--- src/flr_pkg.sv ---
// Shared constants for the fixed-point line rasterizer.
package flr_pkg;

  localparam int COLOUR_BITS = 4;

  localparam logic CMD_START = 1'b0;
  localparam logic CMD_STEP  = 1'b1;

endpackage

--- src/flr_cmd_if.sv ---
// Command channel: start or step items into the rasterizer.
interface flr_cmd_if import flr_pkg::*; #(
  parameter int COORD_BITS = 11
);
  logic                         valid;
  logic                         ready;
  logic                         cmd;
  logic signed [COORD_BITS-1:0] start_x;
  logic signed [COORD_BITS-1:0] start_y;
  logic signed [COORD_BITS-1:0] end_x;
  logic signed [COORD_BITS-1:0] end_y;
  logic [COLOUR_BITS-1:0]       colour;

  modport source (output valid, cmd, start_x, start_y, end_x, end_y, colour, input ready);
  modport sink (input valid, cmd, start_x, start_y, end_x, end_y, colour, output ready);
endinterface

--- src/flr_pix_if.sv ---
// Pixel channel: rasterized points out of the rasterizer.
interface flr_pix_if import flr_pkg::*; #(
  parameter int COORD_BITS = 11
);
  logic                       valid;
  logic                       ready;
  logic signed [COORD_BITS:0] pixel_x;
  logic signed [COORD_BITS:0] pixel_y;
  logic [COLOUR_BITS-1:0]     pixel_colour;
  logic                       last_pixel;

  modport source (output valid, pixel_x, pixel_y, pixel_colour, last_pixel, input ready);
  modport sink (input valid, pixel_x, pixel_y, pixel_colour, last_pixel, output ready);
endinterface

--- src/fixed_point_line_rasterizer.sv ---
// Line rasterizer: start item sets up a line through a serial divider, steps emit pixels.
// Start transfer: cmd ready drops for setup (select/scale, then one quotient bit per cycle).
// Step transfer: pixel is in the output register the next cycle; steps sustain one per cycle
// while the pixel receiver holds ready.
// The next step can transfer in the same cycle the previous pixel leaves the output register.
// Reset (rst, synchronous): idle, no line, output register empty.
module fixed_point_line_rasterizer import flr_pkg::*; #(
  parameter int FRACTION_SCALE = 256,
  parameter int COORD_BITS     = 11
) (
  input logic       clk,
  input logic       rst,
  flr_cmd_if.sink   cmd_ch,
  flr_pix_if.source pix_ch
);

  localparam int SB = $clog2(FRACTION_SCALE + 1);
  localparam int FB = $clog2(FRACTION_SCALE);
  localparam int NW = COORD_BITS + SB;
  localparam int CW = $clog2(NW);
  localparam int OB = COORD_BITS + 1;

  localparam logic [1:0] ST_IDLE = 2'd0;
  localparam logic [1:0] ST_PREP = 2'd1;
  localparam logic [1:0] ST_DIV  = 2'd2;
  localparam logic [1:0] ST_DRAW = 2'd3;

  logic [1:0]              state;
  logic                    out_valid;
  logic [COORD_BITS-1:0]   origin_x, origin_y, final_x, final_y;
  logic [COLOUR_BITS-1:0]  held_colour;
  logic [COORD_BITS-1:0]   abs_dx, abs_dy;
  logic                    neg_dx, neg_dy;
  logic                    steep_flag, step_sign, minor_neg;
  logic [COORD_BITS-1:0]   major_index, major_limit, minor_int;
  logic [FB-1:0]           minor_frac;
  logic [COORD_BITS-1:0]   rem;
  logic [NW-1:0]           quot;
  logic [CW-1:0]           cnt;
  logic [OB-1:0]           out_x, out_y;
  logic [COLOUR_BITS-1:0]  out_colour;
  logic                    out_last;

  logic                    out_free, in_fire, start_fire, step_emit, at_end;
  logic [OB-1:0]           dx, dy, dx_mag, dy_mag;
  logic                    steep;
  logic [COORD_BITS-1:0]   minor_mag;
  logic [NW-1:0]           num_init;
  logic [COORD_BITS:0]     trial, diff;
  logic                    fits;
  logic [SB:0]             frac_sum;
  logic                    carry;
  logic [COORD_BITS-1:0]   maj_org, min_org;
  logic [OB-1:0]           maj_off, min_off, maj_pos, min_pos;

  assign out_free   = !out_valid || pix_ch.ready;
  assign cmd_ch.ready = (state inside {ST_IDLE, ST_DRAW}) && out_free;
  assign in_fire    = cmd_ch.valid && cmd_ch.ready;
  assign start_fire = in_fire && (cmd_ch.cmd == CMD_START);
  assign step_emit  = in_fire && (cmd_ch.cmd == CMD_STEP) && (state == ST_DRAW);
  assign at_end     = major_index == major_limit;

  // setup: deltas and magnitudes
  assign dx     = {cmd_ch.end_x[COORD_BITS-1], cmd_ch.end_x}
                - {cmd_ch.start_x[COORD_BITS-1], cmd_ch.start_x};
  assign dy     = {cmd_ch.end_y[COORD_BITS-1], cmd_ch.end_y}
                - {cmd_ch.start_y[COORD_BITS-1], cmd_ch.start_y};
  assign dx_mag = dx[OB-1] ? (~dx + OB'(1)) : dx;
  assign dy_mag = dy[OB-1] ? (~dy + OB'(1)) : dy;

  // axis select and scaled minor delta
  assign steep     = abs_dy > abs_dx;
  assign minor_mag = steep ? abs_dx : abs_dy;
  assign num_init  = NW'(minor_mag) * NW'(FRACTION_SCALE);

  // restoring divider, one quotient bit per cycle
  assign trial = {rem, quot[NW-1]};
  assign fits  = trial >= {1'b0, major_limit};
  assign diff  = trial - {1'b0, major_limit};

  // minor accumulator as integer plus fraction; step magnitude never exceeds the scale
  assign frac_sum = (SB + 1)'(minor_frac) + (SB + 1)'(quot[SB-1:0]);
  assign carry    = frac_sum >= (SB + 1)'(FRACTION_SCALE);

  assign maj_org = steep_flag ? origin_y : origin_x;
  assign min_org = steep_flag ? origin_x : origin_y;
  assign maj_off = step_sign ? (~{1'b0, major_index} + OB'(1)) : {1'b0, major_index};
  assign min_off = minor_neg ? (~{1'b0, minor_int} + OB'(1)) : {1'b0, minor_int};
  assign maj_pos = {maj_org[COORD_BITS-1], maj_org} + maj_off;
  assign min_pos = {min_org[COORD_BITS-1], min_org} + min_off;

  always_ff @(posedge clk) begin
    if (rst) begin
      state     <= ST_IDLE;
      out_valid <= 1'b0;
    end else begin
      if (step_emit) begin
        out_valid <= 1'b1;
      end else if (pix_ch.ready) begin
        out_valid <= 1'b0;
      end
      case (state)
        ST_IDLE, ST_DRAW: begin
          if (start_fire) begin
            state <= ST_PREP;
          end else if (step_emit && at_end) begin
            state <= ST_IDLE;
          end
        end
        ST_PREP: state <= ST_DIV;
        ST_DIV: begin
          if (cnt == '0) begin
            state <= ST_DRAW;
          end
        end
        default: state <= ST_IDLE;
      endcase
    end
  end

  always_ff @(posedge clk) begin
    if (start_fire) begin
      origin_x    <= cmd_ch.start_x;
      origin_y    <= cmd_ch.start_y;
      final_x     <= cmd_ch.end_x;
      final_y     <= cmd_ch.end_y;
      held_colour <= cmd_ch.colour;
      abs_dx      <= dx_mag[COORD_BITS-1:0];
      abs_dy      <= dy_mag[COORD_BITS-1:0];
      neg_dx      <= dx[OB-1];
      neg_dy      <= dy[OB-1];
    end
    if (state == ST_PREP) begin
      steep_flag  <= steep;
      step_sign   <= steep ? neg_dy : neg_dx;
      minor_neg   <= steep ? neg_dx : neg_dy;
      major_limit <= steep ? abs_dy : abs_dx;
      quot        <= num_init;
      rem         <= '0;
      cnt         <= CW'(NW - 1);
      major_index <= '0;
      minor_int   <= '0;
      minor_frac  <= '0;
    end
    if (state == ST_DIV) begin
      rem  <= fits ? diff[COORD_BITS-1:0] : trial[COORD_BITS-1:0];
      quot <= {quot[NW-2:0], fits};
      cnt  <= cnt - CW'(1);
    end
    if (step_emit) begin
      out_colour <= held_colour;
      if (at_end) begin
        out_x    <= {final_x[COORD_BITS-1], final_x};
        out_y    <= {final_y[COORD_BITS-1], final_y};
        out_last <= 1'b1;
      end else begin
        out_x       <= steep_flag ? min_pos : maj_pos;
        out_y       <= steep_flag ? maj_pos : min_pos;
        out_last    <= 1'b0;
        major_index <= major_index + COORD_BITS'(1);
        minor_frac  <= carry ? FB'(frac_sum - (SB + 1)'(FRACTION_SCALE)) : FB'(frac_sum);
        if (carry) begin
          minor_int <= minor_int + COORD_BITS'(1);
        end
      end
    end
  end

  assign pix_ch.valid        = out_valid;
  assign pix_ch.pixel_x      = out_x;
  assign pix_ch.pixel_y      = out_y;
  assign pix_ch.pixel_colour = out_colour;
  assign pix_ch.last_pixel   = out_last;

endmodule

--- src/flat_wrapper.sv ---
// flat-port wrapper written by rule: the top's interface ports become plain ports
module fixed_point_line_rasterizer_flat import flr_pkg::*;
#(
  parameter int FRACTION_SCALE = 256,
  parameter int COORD_BITS     = 11
)
  (clk, rst, cmd_ch_valid, cmd_ch_cmd, cmd_ch_start_x, cmd_ch_start_y, cmd_ch_end_x, cmd_ch_end_y, cmd_ch_colour, cmd_ch_ready, pix_ch_valid, pix_ch_pixel_x, pix_ch_pixel_y, pix_ch_pixel_colour, pix_ch_last_pixel, pix_ch_ready);
  flr_cmd_if #(.COORD_BITS(COORD_BITS)) cmd_ch_i ();
  flr_pix_if #(.COORD_BITS(COORD_BITS)) pix_ch_i ();
  input logic clk;
  input logic rst;
  input wire logic [$bits(cmd_ch_i.valid)-1:0] cmd_ch_valid;
  input wire logic [$bits(cmd_ch_i.cmd)-1:0] cmd_ch_cmd;
  input wire logic [$bits(cmd_ch_i.start_x)-1:0] cmd_ch_start_x;
  input wire logic [$bits(cmd_ch_i.start_y)-1:0] cmd_ch_start_y;
  input wire logic [$bits(cmd_ch_i.end_x)-1:0] cmd_ch_end_x;
  input wire logic [$bits(cmd_ch_i.end_y)-1:0] cmd_ch_end_y;
  input wire logic [$bits(cmd_ch_i.colour)-1:0] cmd_ch_colour;
  output wire logic [$bits(cmd_ch_i.ready)-1:0] cmd_ch_ready;
  output wire logic [$bits(pix_ch_i.valid)-1:0] pix_ch_valid;
  output wire logic [$bits(pix_ch_i.pixel_x)-1:0] pix_ch_pixel_x;
  output wire logic [$bits(pix_ch_i.pixel_y)-1:0] pix_ch_pixel_y;
  output wire logic [$bits(pix_ch_i.pixel_colour)-1:0] pix_ch_pixel_colour;
  output wire logic [$bits(pix_ch_i.last_pixel)-1:0] pix_ch_last_pixel;
  input wire logic [$bits(pix_ch_i.ready)-1:0] pix_ch_ready;
  assign cmd_ch_i.valid = cmd_ch_valid;
  assign cmd_ch_i.cmd = cmd_ch_cmd;
  assign cmd_ch_i.start_x = cmd_ch_start_x;
  assign cmd_ch_i.start_y = cmd_ch_start_y;
  assign cmd_ch_i.end_x = cmd_ch_end_x;
  assign cmd_ch_i.end_y = cmd_ch_end_y;
  assign cmd_ch_i.colour = cmd_ch_colour;
  assign cmd_ch_ready = cmd_ch_i.ready;
  assign pix_ch_valid = pix_ch_i.valid;
  assign pix_ch_pixel_x = pix_ch_i.pixel_x;
  assign pix_ch_pixel_y = pix_ch_i.pixel_y;
  assign pix_ch_pixel_colour = pix_ch_i.pixel_colour;
  assign pix_ch_last_pixel = pix_ch_i.last_pixel;
  assign pix_ch_i.ready = pix_ch_ready;
  fixed_point_line_rasterizer #(.FRACTION_SCALE(FRACTION_SCALE), .COORD_BITS(COORD_BITS)) u_core (.clk(clk), .rst(rst), .cmd_ch(cmd_ch_i), .pix_ch(pix_ch_i));
endmodule
--- config.mk ---
export PLATFORM = sky130hd
export DESIGN_NAME = fixed_point_line_rasterizer_flat
export DESIGN_NICKNAME = d
export VERILOG_FILES = /design/src/flr_pkg.sv /design/src/flr_cmd_if.sv /design/src/flr_pix_if.sv /design/src/fixed_point_line_rasterizer.sv /design/src/flat_wrapper.sv
export SDC_FILE = /design/constraint.sdc
export NUM_CORES = 1
export LEC_CHECK = 0
export CORE_MARGIN = 3
export CORE_UTILIZATION = 25
export DETAILED_ROUTE_END_ITERATION = 7
export DONT_BUFFER_PORTS = 1
export HOLD_SLACK_MARGIN = 0.02
export PLACE_DENSITY = 0.35
export SETUP_SLACK_MARGIN = 0.4
export SYNTH_ARGS = -nofsm -noshare
export SYNTH_HDL_FRONTEND = slang
export SYNTH_SLANG_ARGS = --single-unit
export TNS_END_PERCENT = 5
--- constraint.sdc ---
create_clock -name clk -period 5.3 [get_ports clk]
set_input_delay 1.06 -clock clk [delete_from_list [all_inputs] [get_ports clk]]
set_output_delay 1.06 -clock clk [all_outputs]
set_load 0.01 [all_outputs]
==> run metrics, run 1 <==
first-pass GRT wire length a little under 50,000 µm; placed wire-length estimate roughly 25,000 µm; Starting Density between 20 and 30%; # diodes 0; CP peak stage delay roughly 0.75 ns; post-synth top area share 39.29%; Mapped Cells about 1,100; vias in the first global route 7,894; startpoint types register; post-CTS setup buffer count 0; Starting DRT DRC Count ~360; clock skew ~0.014 ns; Post-Syn Area about 0.012 mm²; Critical R2R Capture u_core.pix_ch.pixel_y[11]; Pwr Density between 400 and 500 mW/mm²; CP max FO 27; Design Power between 5000 and 6000 µW; Async S/R FF share, synth 0%; crit end category register; Fillers ~4,800; CTS Root Cell clkbuf_16; IO buf count 0; reg2reg path depth 10; Cell Count, Final, Fillers Out 1,719; DR pass1 iterations 5; max-slew violation count 0; Arr. time, crit path 4.03 ns; Multi-input gate area 0.005887 mm²; register area approximately 0.0052 mm²; CTS tree yes; status completed; Post-synth EDFFs around 150; CTS Sinks about 180; Hold Violations, Final 0; Die H roughly 220 µm; fin util 28.20%; share of cells above drive strength 1 under 10%; initial antenna violation count 0; Tcrit/Tclk final 71.62%; max_cap viols 0; I/O Pins between 80 and 90; grt total ovfl 0; critical path class register to register; min cycle time layout 3.796 ns; Syn Area/Cell 10.35 µm²; Worst-Margin Slew 0.9656 ns; CP required 5.54 ns; most used cell, CP a21o_1; sequential area share after synthesis a little under half; number of synthesized register bits between 150 and 200; peak supply drop approximately 0.18 mV; Tot GR Track Use between 10% and 20%; RSZ-0062 raised after global routing no; DIE WIDTH roughly 220 µm; core box area 0.04548 mm²; hold_buf cts 0; Worst-Skew Late Latency roughly 0.48 ns; Residual DRC 0; Rows around 80; Slowest-stage cell, CP edfxtp_1; Main synth FF type edfxtp_1; Synth Net Count around 1,300; largest net degree at the start of global routing 31; clock-pin slew on the worst setup and hold paths roughly 0.070 ns; Syn. warnings 0; Hold Path Sink u_core.pix_ch.pixel_colour[3]; setup TNS 0 ns; Antenna Nets Post-Route 0; routed vias 7,912; Routed WL around 32,000 µm; Final setup violation count 0; Hold Path Stages 0; CP Cell Sequence buf_4 > mux2_2 > ha_1 > or4_1 > o22a_1 > a221o_1 > a21o_1 > xnor2_2 > o22ai_1 > a21o_1; CTS max path bufs 2; reg2reg start u_core.steep_flag; GPL Wtd Cong between 0.7 and 0.8; H-tree depth 4; Achievable Freq about 260 MHz; Routed WL per cell about 19 µm; post-cts sizing count 0; dpl ws 1.509 ns; CTS buffer count 17; R2R setup slack between 1.5 and 2 ns; die footprint between 0.04 and 0.05 mm²; relative slew slack a little over a third; Layout area overhead 11.12%; most common cell in the netlist edfxtp_1; number of distinct library cells after synthesis 70; top cells by area, synth edfxtp_1 (39%), ha_1 (9.1%), dfxtp_1 (5.7%); Worst Hold Class register to register; cell taking the most area after synthesis edfxtp_1; Hold Startpoint u_core.held_colour[3]; leakage 0.004952 µW; Post-synth top cells edfxtp_1 (151), nand2_1 (88), ha_1 (84); Placed Cells between 1,500 and 2,000; nets@finish 1,249; Vias/cell around 4.6; Setup WS post-layout roughly 1.5 ns
critical path: cells and delay by family, from the launching register on:
kind                       cells  cell delay (ns)
DFF                            1             0.75
AOI/OAI and AO/OA              5             1.07
adders and majority gates      1             0.22
xor gates and xnor gates       1             0.15
muxes                          1             0.38
and+or+nand+nor                1             0.52
buffers and inverters          1             0.43
sequential cells by signal (all words and copies together) (netlist names), 2 cells and up:
register	count
u_core.abs_dy	11
u_core.pix_ch.pixel_x	12
u_core.pix_ch.pixel_colour	4
u_core.minor_frac	8
u_core.abs_dx	11
u_core.major_index	11
u_core.minor_int	11
u_core.cnt	5
u_core.origin_x	11
u_core.held_colour	4
u_core.rem	11
u_core.origin_y	11
u_core.quot	20
u_core.major_limit	11
u_core.state	2
u_core.final_x	11
u_core.pix_ch.pixel_y	12
u_core.final_y	11
cells in the final DEF, fill, tap and decap left out, drive strengths merged, types with 8 or more instances in the layout:
cell type  netlist  final
edfxtp         151    151
o21ai           99     99
nand2           88     88
ha              84     84
inv             74     78
xnor2           60     60
nor2            57     57
a21oi           54     54
dfxtp           33     33
xor2            32     32
mux2i           30     30
mux2            28     28
nor2b           27     27
o21a            25     25
o31ai           23     23
nand2b          19     19
nand3           18     18
nor3            17     17
a21o            17     17
clkbuf          24     17
and2            15     15
buf             18     14
a211oi          13     13
or3             12     12
nand3b          11     11
nand4            9      9
and3             8      8
cell type report:
type                            instances  share of cell area, %
Clock buffer                           17                  3.317
Clock inverter                         15                  1.327
Inverter                               74                  2.166
Multi-Input combinational cell        815                  45.91
Sequential cell                       184                  40.51
Tap cell                              600                  5.854
Timing Repair Buffer                   14                 0.9172
per-layer routing:
metal | GRT usage (%) | wire length [µm] | vias to the layer above | part of all wire [%]
met5 | 0 | 0 | - | 0
met4 | 4.342 | 613 | 0 | 1.9
met2 | 20.23 | 14210 | 107 | 44
li1 | - | - | 4026 | -
met3 | 4.033 | 1377 | 25 | 4.3
met1 | 18.38 | 15980 | 3754 | 50
per-stage QoR:
| step | cell area [µm²] | hold slack [ns] |
|---|---|---|
| 2_1_floorplan | 11540 | 0.4003 |
| 3_3_place_gp | 12230 | 0.4049 |
| 3_5_place_dp | 12230 | 0.4079 |
| 4_1_cts | 12820 | 0.4255 |
| 5_1_grt | 12820 | 0.4305 |
| 6_report | 12820 | 0.4223 |
kinds of logic after synthesis:
| kind of cell | after synthesis | synth area share (%) |
|---|---|---|
| xor+xnor | 92 | 7.048 |
| flops | 184 | 45.02 |
| fa+ha+maj | 90 | 10.15 |
| buf+inv | 116 | 4.066 |
| mux | 58 | 5.334 |
| simple gates | 298 | 13.01 |
| compound gates | 277 | 15.37 |
power breakdown:
part | leakage [µW] | switching [µW] | internal (µW)
sequential | 0.00166 | 207 | 1980
combinational | 0.00301 | 1170 | 820
clock | 0.000279 | 640 | 703
how the worst max path moves through the flow:
stage	startpoint	endpoint	slack [ns]	cells past startpoint
4_1_cts	u_core.steep_flag	u_core.pix_ch.pixel_y[11]	1.53	10
3_5_place_dp	cmd_ch_end_y[0]	u_core.abs_dy[10]	1.51	11
2_1_floorplan	pix_ch_ready	u_core.abs_dx[0]	1.53	4
5_1_grt	u_core.steep_flag	u_core.pix_ch.pixel_y[11]	1.32	10
6_report	u_core.steep_flag	u_core.pix_ch.pixel_y[11]	1.50	10
3_3_place_gp	cmd_ch_end_y[0]	u_core.abs_dy[10]	1.53	11
(Power assumes the default switching activity.)
==> run 2: changes to the inputs <==
PLACE_DENSITY = 0.37   (was 0.35)
clock period = 3.2 ns   (was 5.3 ns; I/O delays follow)
==> run 2 against run 1 <==
Combinational power grew 88%; design area grew 6.5%; cell count grew 4.1%; non-clock buffer count grew 64; maximum frequency grew 20%; clock-buffer cell count is the same; wire length grew 1.6%; sequential cell count is the same; sequential share of layout area shrank 2.4 points; critical endpoint unchanged; largest cell class unchanged; highest routed layer unchanged.
==> run metrics, run 2 (same netlist as run 1, synthesis figures left out) <==
Arr. time, crit path 3.39 ns (-0.64 ns); Antenna Nets Post-Route 0 (unchanged); Worst-Margin Slew 0.8073 ns (-0.1584 ns); Hold Violations, Final 0 (unchanged); Pwr Density 696.9 mW/mm² (+62%); relative slew slack 45.98% (+10 points); Layout area overhead 18.32%; critical path class register to register; clock-pin slew on the worst setup and hold paths 0.07 ns (about the same); I/O Pins 84 (unchanged); Worst-Skew Late Latency 0.48 ns (about the same); routed vias 8,254 (+4.3%); Design Power 9516 µW (+72%); share of cells above drive strength 1 17.24% (+9.6 points); peak supply drop 0.3539 mV (+94%); Achievable Freq 317.1 MHz (+20%); crit end category register; placed wire-length estimate 25,300 µm (+1.5%); Die H 220.8 µm (unchanged); vias in the first global route 8,024 (+1.6%); Fillers 4,789 (+0.40%); leakage 0.005357 µW (+8.2%); Starting Density 25.37% (unchanged); commonest non-fill, non-tap cell in the layout edfxtp_1; Vias/cell 4.614 (+0.24%); GPL Wtd Cong 0.8653 (+8.5%); CP Cell Sequence or3_4 > o31a_1 > xor2_1 > ha_2 > or4_1 > o22a_1 > a221o_1 > a21o_1 > xnor2_2 > o22ai_1 > a21o_1; core box area 0.04548 mm² (unchanged); CTS Root Cell clkbuf_16; RSZ-0062 raised after global routing yes; fin util 30.02% (+1.8 points); Routed WL 32,690 µm (+1.6%); min cycle time layout 3.154 ns (-0.6416 ns); IO buf count 0 (unchanged); CP max FO 3 (-89%); Cell Count, Final, Fillers Out 1,789 (+4.1%); grt total ovfl 0 (unchanged); CP required 3.43 ns (-2.11 ns); Routed WL per cell 18.27 µm (-2.4%); Starting DRT DRC Count 418 (+16%); initial antenna violation count 1 (+1); DIE WIDTH 220.8 µm (unchanged); H-tree depth 4 (unchanged); most frequent cells in the layout edfxtp_1 (151), nand2_1 (88), ha_1 (80); CTS buffer count 17 (unchanged); CP peak stage delay 0.46 ns (-0.29 ns); CTS Sinks 184 (unchanged); max-slew violation count 0 (unchanged); most used cell, CP a21o_1; Most flops, register u_core.quot; DR pass1 iterations 4 (-1); status completed; Placed Cells 1,745 (+3.4%); CTS max path bufs 2 (unchanged); setup TNS 0 ns (unchanged); Tcrit/Tclk final 98.56% (+27 points); clock skew 0.008334 ns (-0.005882 ns); largest net degree at the start of global routing 74 (+140%); Final setup violation count 0 (unchanged); Tot GR Track Use 13.46% (+0.057 points); Residual DRC 0 (unchanged); die footprint 0.04877 mm² (unchanged); CTS tree yes; Rows 78 (unchanged); nets@finish 1,313 (+5.1%); first-pass GRT wire length 49,400 µm (+0.73%); max_cap viols 0 (unchanged); Slowest-stage cell, CP or4_1; max reg flops 20 (unchanged); hold_buf cts 0 (unchanged); Worst Hold Class input pin to register; startpoint types register
[run 2: changes by cell type in the layout (fill, tap and decap cells not counted), sizes merged]
cell / previous run / this run
clkinvlp: 4 / 1
buf: 14 / 78
diode: 0 / 6
clkinv: 5 / 8
[run 2: timing repair]
action | 4_1_cts | 5_1_grt
pin swaps | 24 | 27
gates cloned | 0 | 0
resized for setup | 48 | 31
endpoints found under the setup margin | 40 | 47
setup buffers | 3 | 3
[run 2: worst max-delay path: cells and delay by family, from the launching register on]
| kind | cells | cell delay, ns |
|---|---|---|
| AOI/OAI and AO/OA | 6 | 1.24 |
| xor gates and xnor gates | 2 | 0.30 |
| adders and majority gates | 1 | 0.19 |
| DFF | 1 | 0.32 |
| and+or+nand+nor | 2 | 0.85 |
[run 2: metrics by stage]
step	worst slack (ns)	cell area (µm²)	hold slack, ns
2_1_floorplan	-0.1135	11550	0.4003
6_report	0.04593	13650	0.2192
4_1_cts	-0.02208	13490	0.1665
3_3_place_gp	-0.05682	12690	0.4005
3_5_place_dp	-0.08250	12690	0.4056
5_1_grt	-0.09678	13640	0.1757
[run 2: worst paths after layout]
check | start | end | slack (ns) | cells past startpoint
max | u_core.major_index[4] | u_core.pix_ch.pixel_y[11] | 0.05 | 11
min | rst | u_core.state[0] | 0.22 | 1
max reg2reg | u_core.major_index[4] | u_core.pix_ch.pixel_y[11] | 0.05 | 11
min reg2reg | u_core.held_colour[3] | u_core.pix_ch.pixel_colour[3] | 0.42 | 0
[run 2: where the power goes]
part / leakage, µW / switching [µW] / total (µW) / internal, µW
Clock: 0.000291 / 1040 / 2210 / 1170
Combinational: 0.00340 / 2090 / 3750 / 1660
Sequential: 0.00166 / 273 / 3560 / 3280
[run 2: cell type report]
class	count	area, µm²	share of cell area, %
Sequential cell	184	5200	38.08
Clock inverter	15	167.7	1.228
Inverter	74	277.8	2.034
Tap cell	600	750.7	5.498
Antenna cell	6	15.01	0.1100
Clock buffer	17	425.4	3.116
Timing Repair Buffer	78	646.9	4.737
Multi-Input combinational cell	815	6171	45.19
[run 2: per-layer routing]
metal  vias to the layer above  GRT usage [%]  wire, µm  share of wire [%]
met5                         -              0         0                  0
met4                         0          4.612       663                2.0
met3                        33          4.471      1700                5.2
met2                       100          20.22     14330                 44
met1                      3946          18.18     15990                 49
li1                       4175              -         -                  -
==> run 3: changes to the inputs <==
ABC_AREA = 1   (was not set)
PLACE_DENSITY = not set   (was 0.37)
PLACE_DENSITY_LB_ADDON = 0.15   (was not set)
clock period = 3.75 ns   (was 3.2 ns; I/O delays follow)
==> run 3 against run 2 <==
Largest power group unchanged; sequential share of layout area down 0.17 points; design area up 0.34%; power down 16%; synthesized area up 6.9%; largest cell class unchanged.
==> run metrics, run 3 <==
Hold Startpoint rst; IO buf count 0 (unchanged); Hold Path Stages 1 (unchanged); CP max FO 5 (+2); Starting Density 25.56% (+0.18 points); nets@finish 1,692 (+29%); CTS Sinks 184 (unchanged); Antenna Nets Post-Route 0 (unchanged); status completed; initial antenna violation count 0 (-1); critical path class register to register; most common cell in the netlist nand2_1; Routed WL 35,900 µm (+9.8%); Fillers 5,306 (+11%); CP required 3.98 ns (+0.55 ns); max-slew violation count 0 (unchanged); max reg flops 20 (unchanged); Post-synth EDFFs 151 (unchanged); Post-synth top cells nand2_1 (405), inv_1 (222), edfxtp_1 (151); peak supply drop 0.3276 mV (-7.4%); Routed WL per cell 16.19 µm (-11%); Tot GR Track Use 14.04% (+0.58 points); min cycle time layout 3.041 ns (-0.1134 ns); most frequent cells in the layout nand2_1 (404), inv_1 (220), edfxtp_1 (151); post-synth top area share 36.77% (-2.5 points); commonest non-fill, non-tap cell in the layout nand2_1; routed vias 9,982 (+21%); vias in the first global route 9,687 (+21%); share of cells above drive strength 1 4.738% (-13 points); Die H 228.1 µm (+3.3%); CTS buffer count 17 (unchanged); setup TNS 0 ns (unchanged); CTS max path bufs 2 (unchanged); Multi-input gate area 0.006126 mm² (-0.73%); die footprint 0.05202 mm² (+6.7%); Worst-Skew Late Latency 0.48 ns (about the same); Async S/R FF share, synth 0% (unchanged); clock-pin slew on the worst setup and hold paths 0.08 ns (about the same); Syn. warnings 0 (unchanged); startpoint types register; crit end category register; grt total ovfl 0 (unchanged); leakage 0.006039 µW (+13%); Final setup violation count 0 (unchanged); number of synthesized register bits 184 (unchanged); Post-Syn Area 0.01233 mm² (+6.9%); Hold Violations, Final 0 (unchanged); Worst-Margin Slew 0.6359 ns (-0.1714 ns); relative slew slack 57.16% (+11 points); Achievable Freq 328.9 MHz (+3.7%); reg2reg start u_core.major_index[0]; Most flops, register u_core.quot; CTS tree yes; H-tree depth 4 (unchanged); register area 0.005195 mm² (about the same); Worst Hold Class input pin to register; GPL Wtd Cong 0.8240 (-4.8%); number of distinct library cells after synthesis 47 (-33%); top cells by area, synth edfxtp_1 (37%), nand2_1 (12%), ha_1 (8.5%); RSZ-0062 raised after global routing yes; Final Hold Slack 0.3277 ns (+0.1085 ns); sequential area share after synthesis 42.13% (-2.9 points); clock skew 0.008458 ns (+0.0001241 ns); cell taking the most area after synthesis edfxtp_1; Layout area overhead 11.11%; Main synth FF type edfxtp_1; max_cap viols 0 (unchanged); Synth Net Count 1,700 (+35%); core box area 0.04825 mm² (+6.1%); Starting DRT DRC Count 510 (+22%); Pwr Density 582.2 mW/mm² (-16%); DIE WIDTH 228.1 µm (+3.3%); Arr. time, crit path 3.27 ns (-0.12 ns); CTS Root Cell clkbuf_16; DR pass1 iterations 5 (+1); reg2reg path depth 18 (+7); Mapped Cells 1,557 (+40%); first-pass GRT wire length 55,850 µm (+13%); I/O Pins 84 (unchanged); Syn Area/Cell 7.919 µm² (-23%); Tcrit/Tclk final 81.08% (-17 points); Rows 80 (+2.6%); Residual DRC 0 (unchanged); # diodes 0 (-6); largest net degree at the start of global routing 39 (-47%); Vias/cell 4.500 (-2.5%); CP Launch Point u_core.major_index[0]; placed wire-length estimate 28,540 µm (+13%)
-- run 3: cell count changes in the layout (fill, tap and decap cells not counted), sizes merged, moves of 22 or more --
cell,delta
o31ai,-22
o21a,-22
nor2b,-27
xnor2,-42
nor2,+59
buf,-65
mux2i,-30
mux2,-28
nand3,+118
inv,+152
nand2,+320
-- run 3: kinds of logic (layout without fill, tap and decap cells) --
logic type | after synthesis | in the layout | share of synthesized area (%)
xor+xnor | 66 | 66 | 4.688
buf+inv | 266 | 271 | 8.554
fa+ha+maj | 90 | 90 | 9.498
flops | 184 | 184 | 42.13
compound gates | 227 | 227 | 10.12
simple gates | 724 | 724 | 25.01
-- run 3: worst max-delay path: stages (launching register included) --
cell and delay (ns):
dfxtp_1 0.38, inv_1 0.15, ha_1 0.16, inv_1 0.05, nor3_1 0.13, nor2_1 0.09, nor2_2 0.18, o21ai_0 0.14
xor2_1 0.19, ha_1 0.35, inv_1 0.08, nor3_1 0.24, nand3_1 0.11, nand3_1 0.13, inv_1 0.05, nand3_1 0.12
nand3_1 0.10, nand3_1 0.09, nand2_1 0.06
-- run 3: path summary, 6_finish.rpt --
kind,end,slack [ns]
worst min-delay path,u_core.pix_ch.valid,0.33
worst max-delay path,u_core.pix_ch.pixel_y[11],0.71
worst max register to register,u_core.pix_ch.pixel_y[11],0.71
worst min register to register,u_core.pix_ch.pixel_colour[1],0.42
-- run 3: through the flow --
step                      setup slack, ns  util [%]  power [µW]  instances  area (µm²)
final                              0.7094     28.40        7976       2218       13700
after global routing               0.3811     28.40        8652       2218       13700
after CTS                          0.6289     28.38        8133       2218       13690
after detailed placement           0.6561     27.17        6251       2186       13110
after global placement             0.5493     27.17        6244       2186       13110
after floorplan                    0.4667         -        5302       1557       12370
-- run 3: layer usage --
| metal | vias to the layer above | part of all wire [%] | global-route usage [%] |
|---|---|---|---|
| li1 | 5144 | - | - |
| met1 | 4670 | 47 | 18.51 |
| met2 | 145 | 46 | 22.43 |
| met3 | 23 | 5.1 | 3.955 |
| met4 | 0 | 1.6 | 4.104 |
| met5 | - | 0 | 0 |
-- run 3: final cells by class --
cell class | count | share of cell area, %
tap | 656 | 5.991
clock inverter | 15 | 1.142
inverter | 226 | 6.237
clock buffer | 17 | 3.105
multi-input combinational | 1107 | 44.71
timing repair buffer | 13 | 0.8950
sequential | 184 | 37.92
-- run 3: what timing repair did --
action	in CTS	in global routing
hold buffers	0	0
gates resized for setup	0	3
setup buffers	0	0
setup endpoints to repair	0	6
-- run 3: power by group --
part / switching [µW] / internal (µW) / total (µW)
Sequential: 216 / 2820 / 3040
Combinational: 2100 / 1010 / 3110
Clock: 942 / 885 / 1830
